`src/hdl/char_lcd_command_sequencer_top_defines.svh`:
```
// Assertion macros for the character-LCD command sequencer.
`ifndef CHAR_LCD_COMMAND_SEQUENCER_TOP_DEFINES_SVH
`define CHAR_LCD_COMMAND_SEQUENCER_TOP_DEFINES_SVH

// Same-cycle implication, masked while reset is asserted.
`define CLCS_ASSERT(lbl, ante, cons, msg) \
  lbl: assert property (@(posedge clk_i) disable iff (!rst_ni) (ante) |-> (cons)) \
    else $error(msg);

// Next-cycle implication, masked while reset is asserted.
`define CLCS_ASSERT_NEXT(lbl, ante, cons, msg) \
  lbl: assert property (@(posedge clk_i) disable iff (!rst_ni) (ante) |=> (cons)) \
    else $error(msg);

`endif

```
`src/hdl/clcs_pkg.sv`:
```
// Types, constants and the operation table of the character-LCD command sequencer.
package clcs_pkg;

  typedef enum logic [1:0] {
    ACT_INIT  = 2'd0,
    ACT_WRITE = 2'd1,
    ACT_SHUT  = 2'd2,
    ACT_NONE  = 2'd3
  } clcs_action_e;

  typedef enum logic [1:0] {
    SEQ_INIT,
    SEQ_DATA,
    SEQ_NEWLINE,
    SEQ_SHUT
  } clcs_seq_e;

  typedef struct packed {
    logic [1:0] action;
    logic [7:0] char_code;
  } clcs_in_t;

  typedef struct packed {
    logic        register_select;
    logic [7:0]  bus_byte;
    logic        wait_busy;
    logic [10:0] settle_us;
    logic        last;
  } clcs_out_t;

  localparam logic [1:0]  MODE_ONE_ROW   = 2'd1;
  localparam logic [1:0]  MODE_TWO_ROWS  = 2'd2;
  localparam logic [7:0]  CHAR_NEWLINE   = 8'd10;

  localparam logic [7:0]  CMD_FUNC_SET   = 8'h30;
  localparam logic [7:0]  CMD_DISP_ON    = 8'h0E;
  localparam logic [7:0]  CMD_DISP_OFF   = 8'h08;
  localparam logic [7:0]  CMD_CLEAR      = 8'h01;
  localparam logic [7:0]  CMD_ENTRY      = 8'h04;
  localparam logic [7:0]  CMD_HOME       = 8'h80;
  localparam logic [7:0]  CMD_ROW_TWO    = 8'hC0;
  localparam logic [7:0]  FS_TWO_LINE    = 8'h08;
  localparam logic [7:0]  FS_LARGE_FONT  = 8'h04;

  localparam logic [10:0] T_CMD_US       = 11'd39;
  localparam logic [10:0] T_DATA_US      = 11'd43;
  localparam logic [10:0] T_CLEAR_US     = 11'd1530;
  localparam logic [10:0] T_NONE_US      = 11'd0;

  localparam int unsigned OP_IDX_W       = 3;

  // Index of the final operation of each sequence.
  function automatic logic [OP_IDX_W-1:0] clcs_last_idx(clcs_seq_e seq);
    logic [OP_IDX_W-1:0] r;
    unique case (seq)
      SEQ_INIT: r = OP_IDX_W'(4);
      SEQ_SHUT: r = OP_IDX_W'(3);
      default:  r = '0;
    endcase
    return r;
  endfunction

  function automatic clcs_out_t mk_op(logic rs, logic [7:0] b, logic busy,
                                      logic [10:0] settle, logic fin);
    clcs_out_t o;
    o.register_select = rs;
    o.bus_byte        = b;
    o.wait_busy       = busy;
    o.settle_us       = settle;
    o.last            = fin;
    return o;
  endfunction

  // arg is the function-set byte for init, the character for a data write.
  function automatic clcs_out_t clcs_op(clcs_seq_e seq, logic [OP_IDX_W-1:0] idx,
                                        logic [7:0] arg);
    clcs_out_t o;
    o = mk_op(1'b0, CMD_HOME, 1'b0, T_NONE_US, 1'b1);
    unique case (seq)
      SEQ_INIT: begin
        unique case (idx)
          3'd0:    o = mk_op(1'b0, arg,         1'b1, T_CMD_US,   1'b0);
          3'd1:    o = mk_op(1'b0, CMD_DISP_ON, 1'b1, T_CMD_US,   1'b0);
          3'd2:    o = mk_op(1'b0, CMD_CLEAR,   1'b1, T_CLEAR_US, 1'b0);
          3'd3:    o = mk_op(1'b0, CMD_ENTRY,   1'b1, T_CMD_US,   1'b0);
          default: o = mk_op(1'b0, CMD_HOME,    1'b0, T_NONE_US,  1'b1);
        endcase
      end
      SEQ_SHUT: begin
        unique case (idx)
          3'd0:    o = mk_op(1'b0, CMD_CLEAR,    1'b1, T_CLEAR_US, 1'b0);
          3'd1:    o = mk_op(1'b0, CMD_DISP_OFF, 1'b1, T_CMD_US,   1'b0);
          3'd2:    o = mk_op(1'b0, CMD_ENTRY,    1'b1, T_CMD_US,   1'b0);
          default: o = mk_op(1'b0, CMD_FUNC_SET, 1'b1, T_CMD_US,   1'b1);
        endcase
      end
      SEQ_NEWLINE: o = mk_op(1'b0, CMD_ROW_TWO, 1'b0, T_NONE_US, 1'b1);
      SEQ_DATA:    o = mk_op(1'b1, arg,         1'b1, T_DATA_US, 1'b1);
      default:     o = mk_op(1'b1, arg,         1'b1, T_DATA_US, 1'b1);
    endcase
    return o;
  endfunction

endpackage

```
`src/hdl/char_lcd_command_sequencer_top.sv`:
```
// Character-LCD command sequencer: turns driver requests into display bus operations.
// Each request yields one beat per bus operation, one beat a cycle while the output is
// not stalled: init gives five, shutdown four, a character write one, an unused action
// none. A request sits in the request register while its beats are issued from an
// operation counter into the output register; the next request is taken in the same
// cycle as the final beat of the current one is loaded, so the sustained request rate is set by
// the beat count of each request. Row state is updated when a request is taken.
// The display mode register may only be written while the sequencer is idle.
`include "char_lcd_command_sequencer_top_defines.svh"

module char_lcd_command_sequencer_top (
  input  logic              clk_i,
  input  logic              rst_ni,
  input  logic              in_valid_i,
  output logic              in_stall_o,
  input  clcs_pkg::clcs_in_t  in_data_i,
  output logic              out_valid_o,
  input  logic              out_stall_i,
  output clcs_pkg::clcs_out_t out_data_o,
  input  logic              cfg_we_i,
  input  logic [1:0]        cfg_data_i
);

  logic [1:0]                      mode_q;
  logic                            two_row_q, two_row_d;
  logic                            second_row_q, second_row_d;
  logic                            busy_q, busy_d;
  clcs_pkg::clcs_seq_e             seq_q, seq_d;
  logic [7:0]                      arg_q, arg_d;
  logic [clcs_pkg::OP_IDX_W-1:0]   idx_q, idx_d;
  logic                            out_valid_q, out_valid_d;
  clcs_pkg::clcs_out_t             out_q;

  logic                            in_acc;
  logic                            out_load;
  logic                            op_last;
  logic                            large_font;
  clcs_pkg::clcs_out_t             op;

  assign op       = clcs_pkg::clcs_op(seq_q, idx_q, arg_q);
  assign op_last  = (idx_q == clcs_pkg::clcs_last_idx(seq_q));
  assign out_load = busy_q && (!out_valid_q || !out_stall_i);
  assign in_stall_o = busy_q && !(out_load && op_last);
  assign in_acc   = in_valid_i && !in_stall_o;

  assign large_font = !(mode_q == clcs_pkg::MODE_ONE_ROW ||
                        mode_q == clcs_pkg::MODE_TWO_ROWS);

  always_comb begin
    busy_d       = busy_q;
    seq_d        = seq_q;
    arg_d        = arg_q;
    idx_d        = idx_q;
    two_row_d    = two_row_q;
    second_row_d = second_row_q;
    if (out_load) begin
      idx_d = idx_q + 1'b1;
      if (op_last) begin
        busy_d = 1'b0;
      end
    end
    if (in_acc) begin
      idx_d = '0;
      unique case (clcs_pkg::clcs_action_e'(in_data_i.action))
        clcs_pkg::ACT_INIT: begin
          busy_d       = 1'b1;
          seq_d        = clcs_pkg::SEQ_INIT;
          two_row_d    = (mode_q == clcs_pkg::MODE_TWO_ROWS);
          second_row_d = 1'b0;
          arg_d        = clcs_pkg::CMD_FUNC_SET
                         | (two_row_d ? clcs_pkg::FS_TWO_LINE : 8'h00)
                         | (large_font ? clcs_pkg::FS_LARGE_FONT : 8'h00);
        end
        clcs_pkg::ACT_WRITE: begin
          busy_d = 1'b1;
          arg_d  = in_data_i.char_code;
          if (in_data_i.char_code == clcs_pkg::CHAR_NEWLINE && two_row_q && !second_row_q) begin
            seq_d        = clcs_pkg::SEQ_NEWLINE;
            second_row_d = 1'b1;
          end else begin
            seq_d = clcs_pkg::SEQ_DATA;
          end
        end
        clcs_pkg::ACT_SHUT: begin
          busy_d       = 1'b1;
          seq_d        = clcs_pkg::SEQ_SHUT;
          two_row_d    = 1'b0;
          second_row_d = 1'b0;
        end
        default: begin
          // unused action: swallowed, nothing issued
        end
      endcase
    end
  end

  always_comb begin
    out_valid_d = out_valid_q;
    if (out_load) begin
      out_valid_d = 1'b1;
    end else if (!out_stall_i) begin
      out_valid_d = 1'b0;
    end
  end

  always_ff @(posedge clk_i or negedge rst_ni) begin
    if (!rst_ni) begin
      mode_q       <= '0;
      two_row_q    <= 1'b0;
      second_row_q <= 1'b0;
      busy_q       <= 1'b0;
      seq_q        <= clcs_pkg::SEQ_DATA;
      idx_q        <= '0;
      out_valid_q  <= 1'b0;
    end else begin
      if (cfg_we_i) begin
        mode_q <= cfg_data_i;
      end
      two_row_q    <= two_row_d;
      second_row_q <= second_row_d;
      busy_q       <= busy_d;
      seq_q        <= seq_d;
      idx_q        <= idx_d;
      out_valid_q  <= out_valid_d;
    end
  end

  always_ff @(posedge clk_i) begin
    arg_q <= arg_d;
    if (out_load) begin
      out_q <= op;
    end
  end

  assign out_valid_o = out_valid_q;
  assign out_data_o  = out_q;

  `CLCS_ASSERT(a_idle_takes, !busy_q, !in_stall_o, "idle sequencer stalls its input")
  `CLCS_ASSERT(a_row_flags, second_row_q, two_row_q, "second row marked outside two-row mode")
  `CLCS_ASSERT(a_idx_range, busy_q, idx_q <= clcs_pkg::clcs_last_idx(seq_q), "op index overran")
  `CLCS_ASSERT_NEXT(a_last_frees, out_load && op_last && !in_acc, !busy_q, "busy after last beat")

endmodule
```
`config.mk`:
```
export PLATFORM = sky130hd
export DESIGN_NAME = char_lcd_command_sequencer_top
export DESIGN_NICKNAME = d
export VERILOG_FILES = /design/src/hdl/clcs_pkg.sv /design/src/hdl/char_lcd_command_sequencer_top.sv
export VERILOG_INCLUDE_DIRS = /design/src /design/src/hdl
export SDC_FILE = /design/constraint.sdc
export NUM_CORES = 1
export LEC_CHECK = 0
export ABC_AREA = 1
export BUFFER_PORTS_ARGS = -buffer_cell sky130_fd_sc_hd__buf_2
export CORE_ASPECT_RATIO = 1.1
export CORE_MARGIN = 4
export CORE_UTILIZATION = 45
export DETAILED_ROUTE_END_ITERATION = 8
export PLACE_DENSITY = 0.68
export SLEW_MARGIN = 20
export SYNTH_ARGS = -nofsm -noshare
export SYNTH_HDL_FRONTEND = slang
export SYNTH_SLANG_ARGS = --single-unit
```
`constraint.sdc`:
```
create_clock -name clk_i -period 3.96 [get_ports clk_i]
set_input_delay 0 -clock clk_i [delete_from_list [all_inputs] [get_ports clk_i]]
set_output_delay 0 -clock clk_i [all_outputs]
set_load 0.005 [all_outputs]
```
==> flow_summary.toml, run 1 <==
[run_status]
outcome = "finished with violations"
violations = "hold timing"

[sta]
tns_ns = 0
clock.fmax_mhz = 438
slew_headroom = 0.585
fin_crit_sh = 0.576
period_minus_slack_ns = 2.28
rsz0062_at_grt = "no"
finalClockSkew_ns = 0.00572
hold_viol = 1
whs_ns = -0.000964
slew_viol_final = 0
worst_slew_pin_slew_ns = 0.622
setup_violations = 0

[clock_network]
cts_resized = 0
clkSinkCount = 34
htreeDepth = 2
cts_buffers = 5
ctsRootBufferMaster = "clkbuf_8"
worstSkewPairLatency_ns = 0.28
cts_buffer_depth = 2
cts_hold_repair.buffers = 12
cts.clk_slew.worst_paths_ns = 0.07
cts_tree = "yes"
cts_setup_buffers = 0

[worst_setup_path]
cp-start-kind = "flip-flop"
cp.required_ns = 3.89
end_kind = "flip-flop"
crit_top_cell = "nand2_2"
path_class = "reg2reg"
crit_arrival_ns = 2.21
path_max_fanout = 8
crit_path_cell_trace = "inv_1 -> ha_1 -> nand2_2 -> nand2_2 -> nor2_2 -> nand2_2 -> nand2_4 -> nand2_4 -> nor2_1"
cp_top_family = "simple AND/OR/NAND/NOR gates"
cpPeakStageDelay_ns = 0.57
cp.buffers_inverters = 1
setup.reg_to_reg.worst_slack_ns = 1.68
crit_slowest_cell = "dfstp_2"

[power]
total_power_uw = 1720
p_per_area_nw_per_um2 = 733
p_leak_uw = 0.00119
vdd_drop_max_uv = 358

[final_layout]
drive_above_1_share = 0.259
fillCellCount = 351
layout_common_cells = "50 x nand2_1, 39 x buf_2, 33 x inv_1"
syn2layout_area_growth_pct = 24.5
final-seq-area_um2 = 967
fin_nets = 282
multi_input_area_um2 = 736
layout_commonest_cell = "nand2_1"
antennaDiodeCount = 0

[detailed_routing]
wl_per_cell_um = 10.5
drt-total-wl_um = 3190
drt_iter0_drc = 34
drt_pass1_iterations = 5
num_vias = 1367
vias_per_cell = 4.51
drc_errors = 0
postRouteAntennaNets = 0

[synth]
ys_warn_count = 0
syn-num-nets = 232
ys_types = 26
netlist_area_um2 = 1890
synthCells = 200
avgSynthCellArea_um2 = 9.43
yosysSeqAreaShare = 0.513
yosys_register_bits = 34

[global_routing]
grt_pass1_wl_um = 5310
antenna_found_initial = 0
grt_usage = 0.126
grt_overflow = 0
grt_max_degree = 19
grt_pass1_vias = 1252

[floorplanning]
io_pins = 41
fp-row-count = 24
fp.coreArea_um2 = 3990
die_x_um = 69.7
start_util = 0.472
dieArea_um2 = 5290
die_h_um = 75.9

[run]
maxCapViolations = 0

[placement]
port_buffers = 39
gp_congestion = 0.919
dp_hpwl_um = 2480

[min_path]
hold_path_class = "in2reg"
power breakdown:
group          leakage [uW]  internal [uW]  switching, uW  total (uW)
registers          0.000356            579           59.1         638
logic              0.000764            269            440         709
clock network     0.0000683            252            124         376
total               0.00119           1100            622        1720
layout make-up:
type	count	area share
clock inverters	3	0.0293
flip-flops and latches	34	0.412
well taps	52	0.0277
clock buffers	5	0.0293
repair buffers	51	0.134
multi-input cells	124	0.313
inverters	34	0.0543
state kept, by name, indices dropped and copies added (netlist names):
name	flops
mode_q	2
two_row_q	1
out_valid_o	1
idx_q	3
second_row_q	1
busy_q	1
arg_q	8
out_data_o	15
seq_q	2
worst register-to-register path, stage by stage, from the launching register on:
cell and delay (ns):
dfstp_2 0.57, inv_1 0.07, ha_1 0.29, nand2_2 0.13, nand2_2 0.05, nor2_2 0.09
nand2_2 0.08, nand2_4 0.10, nand2_4 0.09, nor2_1 0.47
worst paths after layout:
| path | startpoint | endpoint | depth (start not counted) |
|---|---|---|---|
| max reg2reg | seq_q[0] | arg_q[2] | 9 |
| min | out_stall_i | out_valid_o | 3 |
| max | seq_q[0] | arg_q[2] | 9 |
| max in group asynchronous | rst_ni | seq_q[0] | 2 |
| min in group asynchronous | rst_ni | seq_q[1] | 2 |
| min reg2reg | second_row_q | second_row_q | 2 |
synth_stat cells:
cell      number  area share
ha_1          15       0.099
nand4_1        2      0.0066
conb_1         1      0.0020
inv_2          1      0.0020
a22oi_1        1      0.0040
edfxtp_1      23        0.37
nand2_4        3       0.018
inv_1         33       0.066
a21oi_1        3      0.0080
mux2_2         1      0.0060
clkbuf_1       1      0.0020
dfrtp_1       10        0.13
nor2_2         1      0.0033
nand2_1       50       0.099
dfstp_2        1       0.014
nand2_2        3      0.0099
a21boi_2       1      0.0060
nand3_1       14       0.037
nand3_4        1      0.0093
o211ai_1       1      0.0040
a22o_1         1      0.0046
o21ai_0        4       0.011
nor2_1        13       0.026
o21ai_1        3      0.0080
buf_4          7       0.028
o21ai_2        6       0.028
logic make-up (layout without fill, tap and decap cells):
group                    Yosys count  count (layout)  synth area share
AND/OR/NAND/NOR                   87              87             0.210
buffers and inverters             42              93            0.0975
flip-flops                        34              34             0.513
AO/OA/AOI/OAI                     20              20            0.0729
adder cells (fa/ha/maj)           15              15            0.0995
other                              1               1           0.00199
multiplexers                       1               1           0.00597
per-layer routing:
| layer | share of wire | vias to the layer above | global-route usage |
|---|---|---|---|
| li1 | - | 732 | - |
| met1 | 0.42 | 585 | 0.143 |
| met2 | 0.50 | 45 | 0.211 |
| met3 | 0.067 | 5 | 0.0410 |
| met4 | 0.018 | 0 | 0.0613 |
| met5 | 0 | - | 0 |
metrics by stage:
| stage | instance area, um^2 | instances | utilization | setup WS, ns |
|---|---|---|---|---|
| 6_report | 2350 | 303 | 0.588 | 1.68 |
| 5_1_grt | 2350 | 303 | 0.588 | 1.49 |
| 4_1_cts | 2350 | 303 | 0.588 | 1.66 |
| 3_5_place_dp | 2090 | 283 | 0.523 | 1.67 |
| 3_3_place_gp | 2090 | 283 | 0.523 | 1.72 |
| 2_1_floorplan | 1890 | 200 | - | 1.86 |
Note: power is estimated with default switching activity, not from simulation.
==> run 2: changes to the inputs <==
clock period = 2.4 ns   (was 3.96 ns; I/O delays follow)
==> flow_summary.toml, run 2 (synthesis results as in run 1) <==
[run_status]
outcome = "finished clean"

[detailed_routing]
drt_iter0_drc = 48
num_vias = 1363
vias_per_cell = 4.47
drc_errors = 0
wl_per_cell_um = 10.1
postRouteAntennaNets = 0
drt_pass1_iterations = 4
drt-total-wl_um = 3090

[power]
p_sw_frac = 0.373
power_frac_comb = 0.428
p_leak_uw = 0.00119
p_seq_frac = 0.388
p_per_area_nw_per_um2 = 1170
vdd_drop_max_uv = 477
p_int_uw = 1710
p_sw_uw = 1010
p_clk_frac = 0.184

[final_layout]
drive_above_1_share = 0.261
layout_commonest_cell = "nand2_1"
syn2layout_area_growth_pct = 23.9
layout_common_cells = "50 x nand2_1, 39 x buf_2, 33 x inv_1"
antennaDiodeCount = 0
fillCellCount = 350
fin_nets = 284
utilization = 0.585
final_area_um2 = 2340
largest_register_ffs = 15
multi_input_area_um2 = 736
final-seq-area_um2 = 967

[floorplanning]
io_pins = 41
start_util = 0.472
fp.coreArea_um2 = 3990
die_h_um = 75.9
dieArea_um2 = 5290
fp-row-count = 24
die_x_um = 69.7

[worst_setup_path]
ff2ff_path_depth = 10
crit_top_cell = "nand2_2"
crit_slowest_cell = "dfstp_2"
path_class = "reg2reg"
rr_endpoint = "arg_q[4]"
path_max_fanout = 8
setup.reg_to_reg.worst_slack_ns = 0.41
end_kind = "flip-flop"
r2r_start = "seq_q[0]"
crit_arrival_ns = 1.98
crit_path_cell_trace = "inv_1 -> ha_1 -> nand2_2 -> nand2_2 -> nor2_2 -> nand2_2 -> nand2_4 -> nand2_4 -> nor2_1 -> buf_4"
cp-start-kind = "flip-flop"
cpPeakStageDelay_ns = 0.57
cp.required_ns = 2.39

[min_path]
hold_path_class = "in2reg"
hold_end = "out_valid_o"
hold_depth = 3
min-delay-start = "out_stall_i"

[clock_network]
ctsRootBufferMaster = "clkbuf_8"
cts_hold_repair.buffers = 13
worstSkewPairLatency_ns = 0.28
cts_buffers = 5
cts_tree = "yes"
cts_resized = 0
clkSinkCount = 34
cts.clk_slew.worst_paths_ns = 0.07
cts_buffer_depth = 2
cts_setup_buffers = 0
htreeDepth = 2

[sta]
fin_crit_sh = 0.830
period_minus_slack_ns = 1.99
slew_viol_final = 0
hold_viol = 0
clock.fmax_mhz = 502
setup_violations = 0
rsz0062_at_grt = "no"
tns_ns = 0
slew_headroom = 0.589
finalClockSkew_ns = 0.00803
worst_slew_pin_slew_ns = 0.616

[placement]
dp_hpwl_um = 2460
post_dp_cell_area_um2 = 2100
gp_congestion = 0.886
port_buffers = 39

[global_routing]
grt_pass1_vias = 1274
grt_max_degree = 19
antenna_found_initial = 0
grt_overflow = 0
grt_pass1_wl_um = 5440
grt_usage = 0.129

[run]
maxCapViolations = 0
==> run 2: worst max-delay path: cells and delay by family, from the launching register on <==
family | cells | cell delay, ns
AND/OR/NAND/NOR | 7 | 0.61
flip-flops | 1 | 0.57
adder cells (fa/ha/maj) | 1 | 0.29
buffers and inverters | 2 | 0.23
==> run 2: how the worst max path moves through the flow <==
stage,startpoint,end,cells after the start
after global routing,seq_q[0],arg_q[4],10
final,seq_q[0],arg_q[4],10
after floorplan,seq_q[0],arg_q[0],9
after CTS,seq_q[0],arg_q[4],10
after detailed placement,seq_q[0],arg_q[4],10
after global placement,seq_q[0],arg_q[4],10
==> run 2: power by group through the flow <==
| stage | logic [uW] | clock network [uW] | registers, uW |
|---|---|---|---|
| final | 1170 | 502 | 1060 |
| after global routing | 1340 | 545 | 1090 |
| after CTS | 1190 | 515 | 1060 |
| after detailed placement | 1160 | 0 | 1070 |
| after global placement | 1160 | 0 | 1060 |
| after floorplan | 830 | 0 | 1080 |
==> run 2: metal layers <==
layer	global-route usage	vias up	part of all wire
li1	-	735	-
met1	0.145	581	0.41
met2	0.217	38	0.49
met3	0.0357	9	0.064
met4	0.0785	0	0.030
met5	0	-	0
==> run 2: per-stage QoR <==
stage | std cells | hold slack (ns) | worst slack [ns] | total power, uW
finish | 305 | 0.00336 | 0.408 | 2720
global route | 305 | 0.00272 | 0.230 | 2970
global placement | 284 | -0.119 | 0.440 | 2220
CTS | 305 | 0.00167 | 0.396 | 2760
floorplan | 200 | -0.296 | 0.299 | 1910
detailed placement | 284 | -0.116 | 0.407 | 2240
==> run 2: final cells by class <==
cell class                 instances  area share
sequential                        34       0.414
multi-input combinational        124       0.315
timing repair buffer              53       0.142
inverter                          34      0.0546
clock buffer                       5      0.0294
tap                               52      0.0278
clock inverter                     3      0.0171
==> run 3: changes to the inputs <==
PLACE_DENSITY = 0.71   (was 0.68)
clock period = 1.8 ns   (was 2.4 ns; I/O delays follow)
==> flow_summary.toml, run 3 (synthesis results as in run 1) <==
[run_status]
outcome = "finished clean"

[sta]
rsz0062_at_grt = "yes"
clock.fmax_mhz = 582
fin_crit_sh = 0.955
setup_violations = 0
finalClockSkew_ns = 0.00578
slew_viol_final = 0
hold_viol = 0
period_minus_slack_ns = 1.72

[min_path]
hold_end = "arg_q[3]"
hold_path_class = "in2reg"
hold_depth = 3
min-delay-start = "in_data_i[3]"

[worst_setup_path]
rr_endpoint = "out_data_o[16]"
r2r_start = "idx_q[0]"
cp.required_ns = 1.84
cp-start-kind = "flip-flop"
path_class = "reg2reg"
crit_slowest_cell = "dfrtp_1"
path_max_fanout = 4
cpPeakStageDelay_ns = 0.41
crit_path_cell_trace = "ha_1 -> ha_1 -> inv_1 -> nand2_1 -> o21ai_2 -> nand2_2 -> nor2_2 -> o21ai_1"
crit_top_cell = "ha_1"
crit_arrival_ns = 1.76
cp_top_family = "flip-flops"
setup.reg_to_reg.worst_slack_ns = 0.08
end_kind = "flip-flop"
ff2ff_path_depth = 8
cp.buffers_inverters = 1

[placement]
dp_hpwl_um = 2580
dpl.cell_count = 289
gp_congestion = 0.868
port_buffers = 39

[clock_network]
clkSinkCount = 34
htreeDepth = 2
ctsRootBufferMaster = "clkbuf_8"
cts.clk_slew.worst_paths_ns = 0.07
cts_tree = "yes"
worstSkewPairLatency_ns = 0.28
cts_buffer_depth = 2
cts_buffers = 5

[detailed_routing]
highest_layer = "met4"
dr_wl_met2_um = 1850
num_vias = 1445
drt_pass1_iterations = 4
drt-total-wl_um = 3510
drt_iter0_drc = 56
vias_per_cell = 4.57
postRouteAntennaNets = 0
met3_length_um = 215
wl_met1_um = 1390
wl_per_cell_um = 11.1
drc_errors = 0

[run]
maxCapViolations = 0

[floorplanning]
io_pins = 41
fp.coreArea_um2 = 3990
die_h_um = 75.9
dieArea_um2 = 5290
start_util = 0.472
die_x_um = 69.7
fp-row-count = 24

[global_routing]
grt_pass1_wl_um = 5850
grt_overflow = 0
grt_max_degree = 19
grt_usage = 0.138
antenna_found_initial = 0
grt_pass1_vias = 1392

[final_layout]
layout_common_cells = "49 x nand2_1, 39 x buf_2, 31 x inv_1"
multi_input_area_um2 = 788
drive_above_1_share = 0.330
fillCellCount = 331
syn2layout_area_growth_pct = 31.7
fin_nets = 295
antennaDiodeCount = 0
layout_commonest_cell = "nand2_1"
largest_register_ffs = 15
final-seq-area_um2 = 968
stdcell_count = 316

[power]
p_leak_uw = 0.00124
total_power_uw = 4010
vdd_drop_max_uv = 786
p_per_area_nw_per_um2 = 1610
[run 3: changes by cell type in the layout (fill, tap and decap cells not counted), sizes merged]
cell and delta:
buf +11
[run 3: per-layer routing]
metal | vias up | GRT usage
li1 | 758 | -
met1 | 638 | 0.150
met2 | 43 | 0.252
met3 | 6 | 0.0423
met4 | 0 | 0.0460
met5 | - | 0
[run 3: power by group]
part / internal (uW) / switching [uW] / total, uW
registers: 1270 / 135 / 1410
clock network: 407 / 266 / 673
logic: 832 / 1100 / 1930
total: 2510 / 1500 / 4010
[run 3: layout make-up]
class | instances | area share
well taps | 52 | 0.0262
clock buffers | 5 | 0.0277
flip-flops and latches | 34 | 0.390
clock inverters | 3 | 0.0161
repair buffers | 64 | 0.172
inverters | 34 | 0.0514
multi-input cells | 124 | 0.317
[run 3: stage by stage]
step	hold WS, ns	setup WS (ns)	utilization	cell area, um^2	setup TNS [ns]
2_1_floorplan	-0.296	0.0195	-	1910	0
3_3_place_gp	-0.117	0.0603	0.540	2160	0
3_5_place_dp	-0.114	0.00759	0.540	2160	0
4_1_cts	0.00735	0.00165	0.606	2420	0
5_1_grt	0.0618	-0.00690	0.622	2480	-0.0298
6_report	0.0147	0.0805	0.622	2480	0
[run 3: tightest hold or removal path, delay by kind of cell]
kind / cells / cell delay (ns)
AOI/OAI and AO/OA: 1 / 0.06
buffers and inverters: 1 / 0.09
and+or+nand+nor: 1 / 0.04
[run 3: how the worst max path moves through the flow]
stage	start	to	cells past startpoint
floorplan	seq_q[0]	arg_q[0]	9
global placement	seq_q[0]	arg_q[4]	9
detailed placement	seq_q[0]	arg_q[5]	9
CTS	seq_q[0]	in_stall_o	10
global route	seq_q[0]	arg_q[2]	8
finish	idx_q[0]	out_data_o[16]	8
[run 3: repair_timing]
action | in CTS | in global routing
hold buffers | 13 | 0
resized for setup | 2 | 12
pin swaps | 1 | 4
endpoints found under the setup margin | 9 | 16
endpoints found under the hold margin | 20 | 0
buffers inserted | 3 | 3
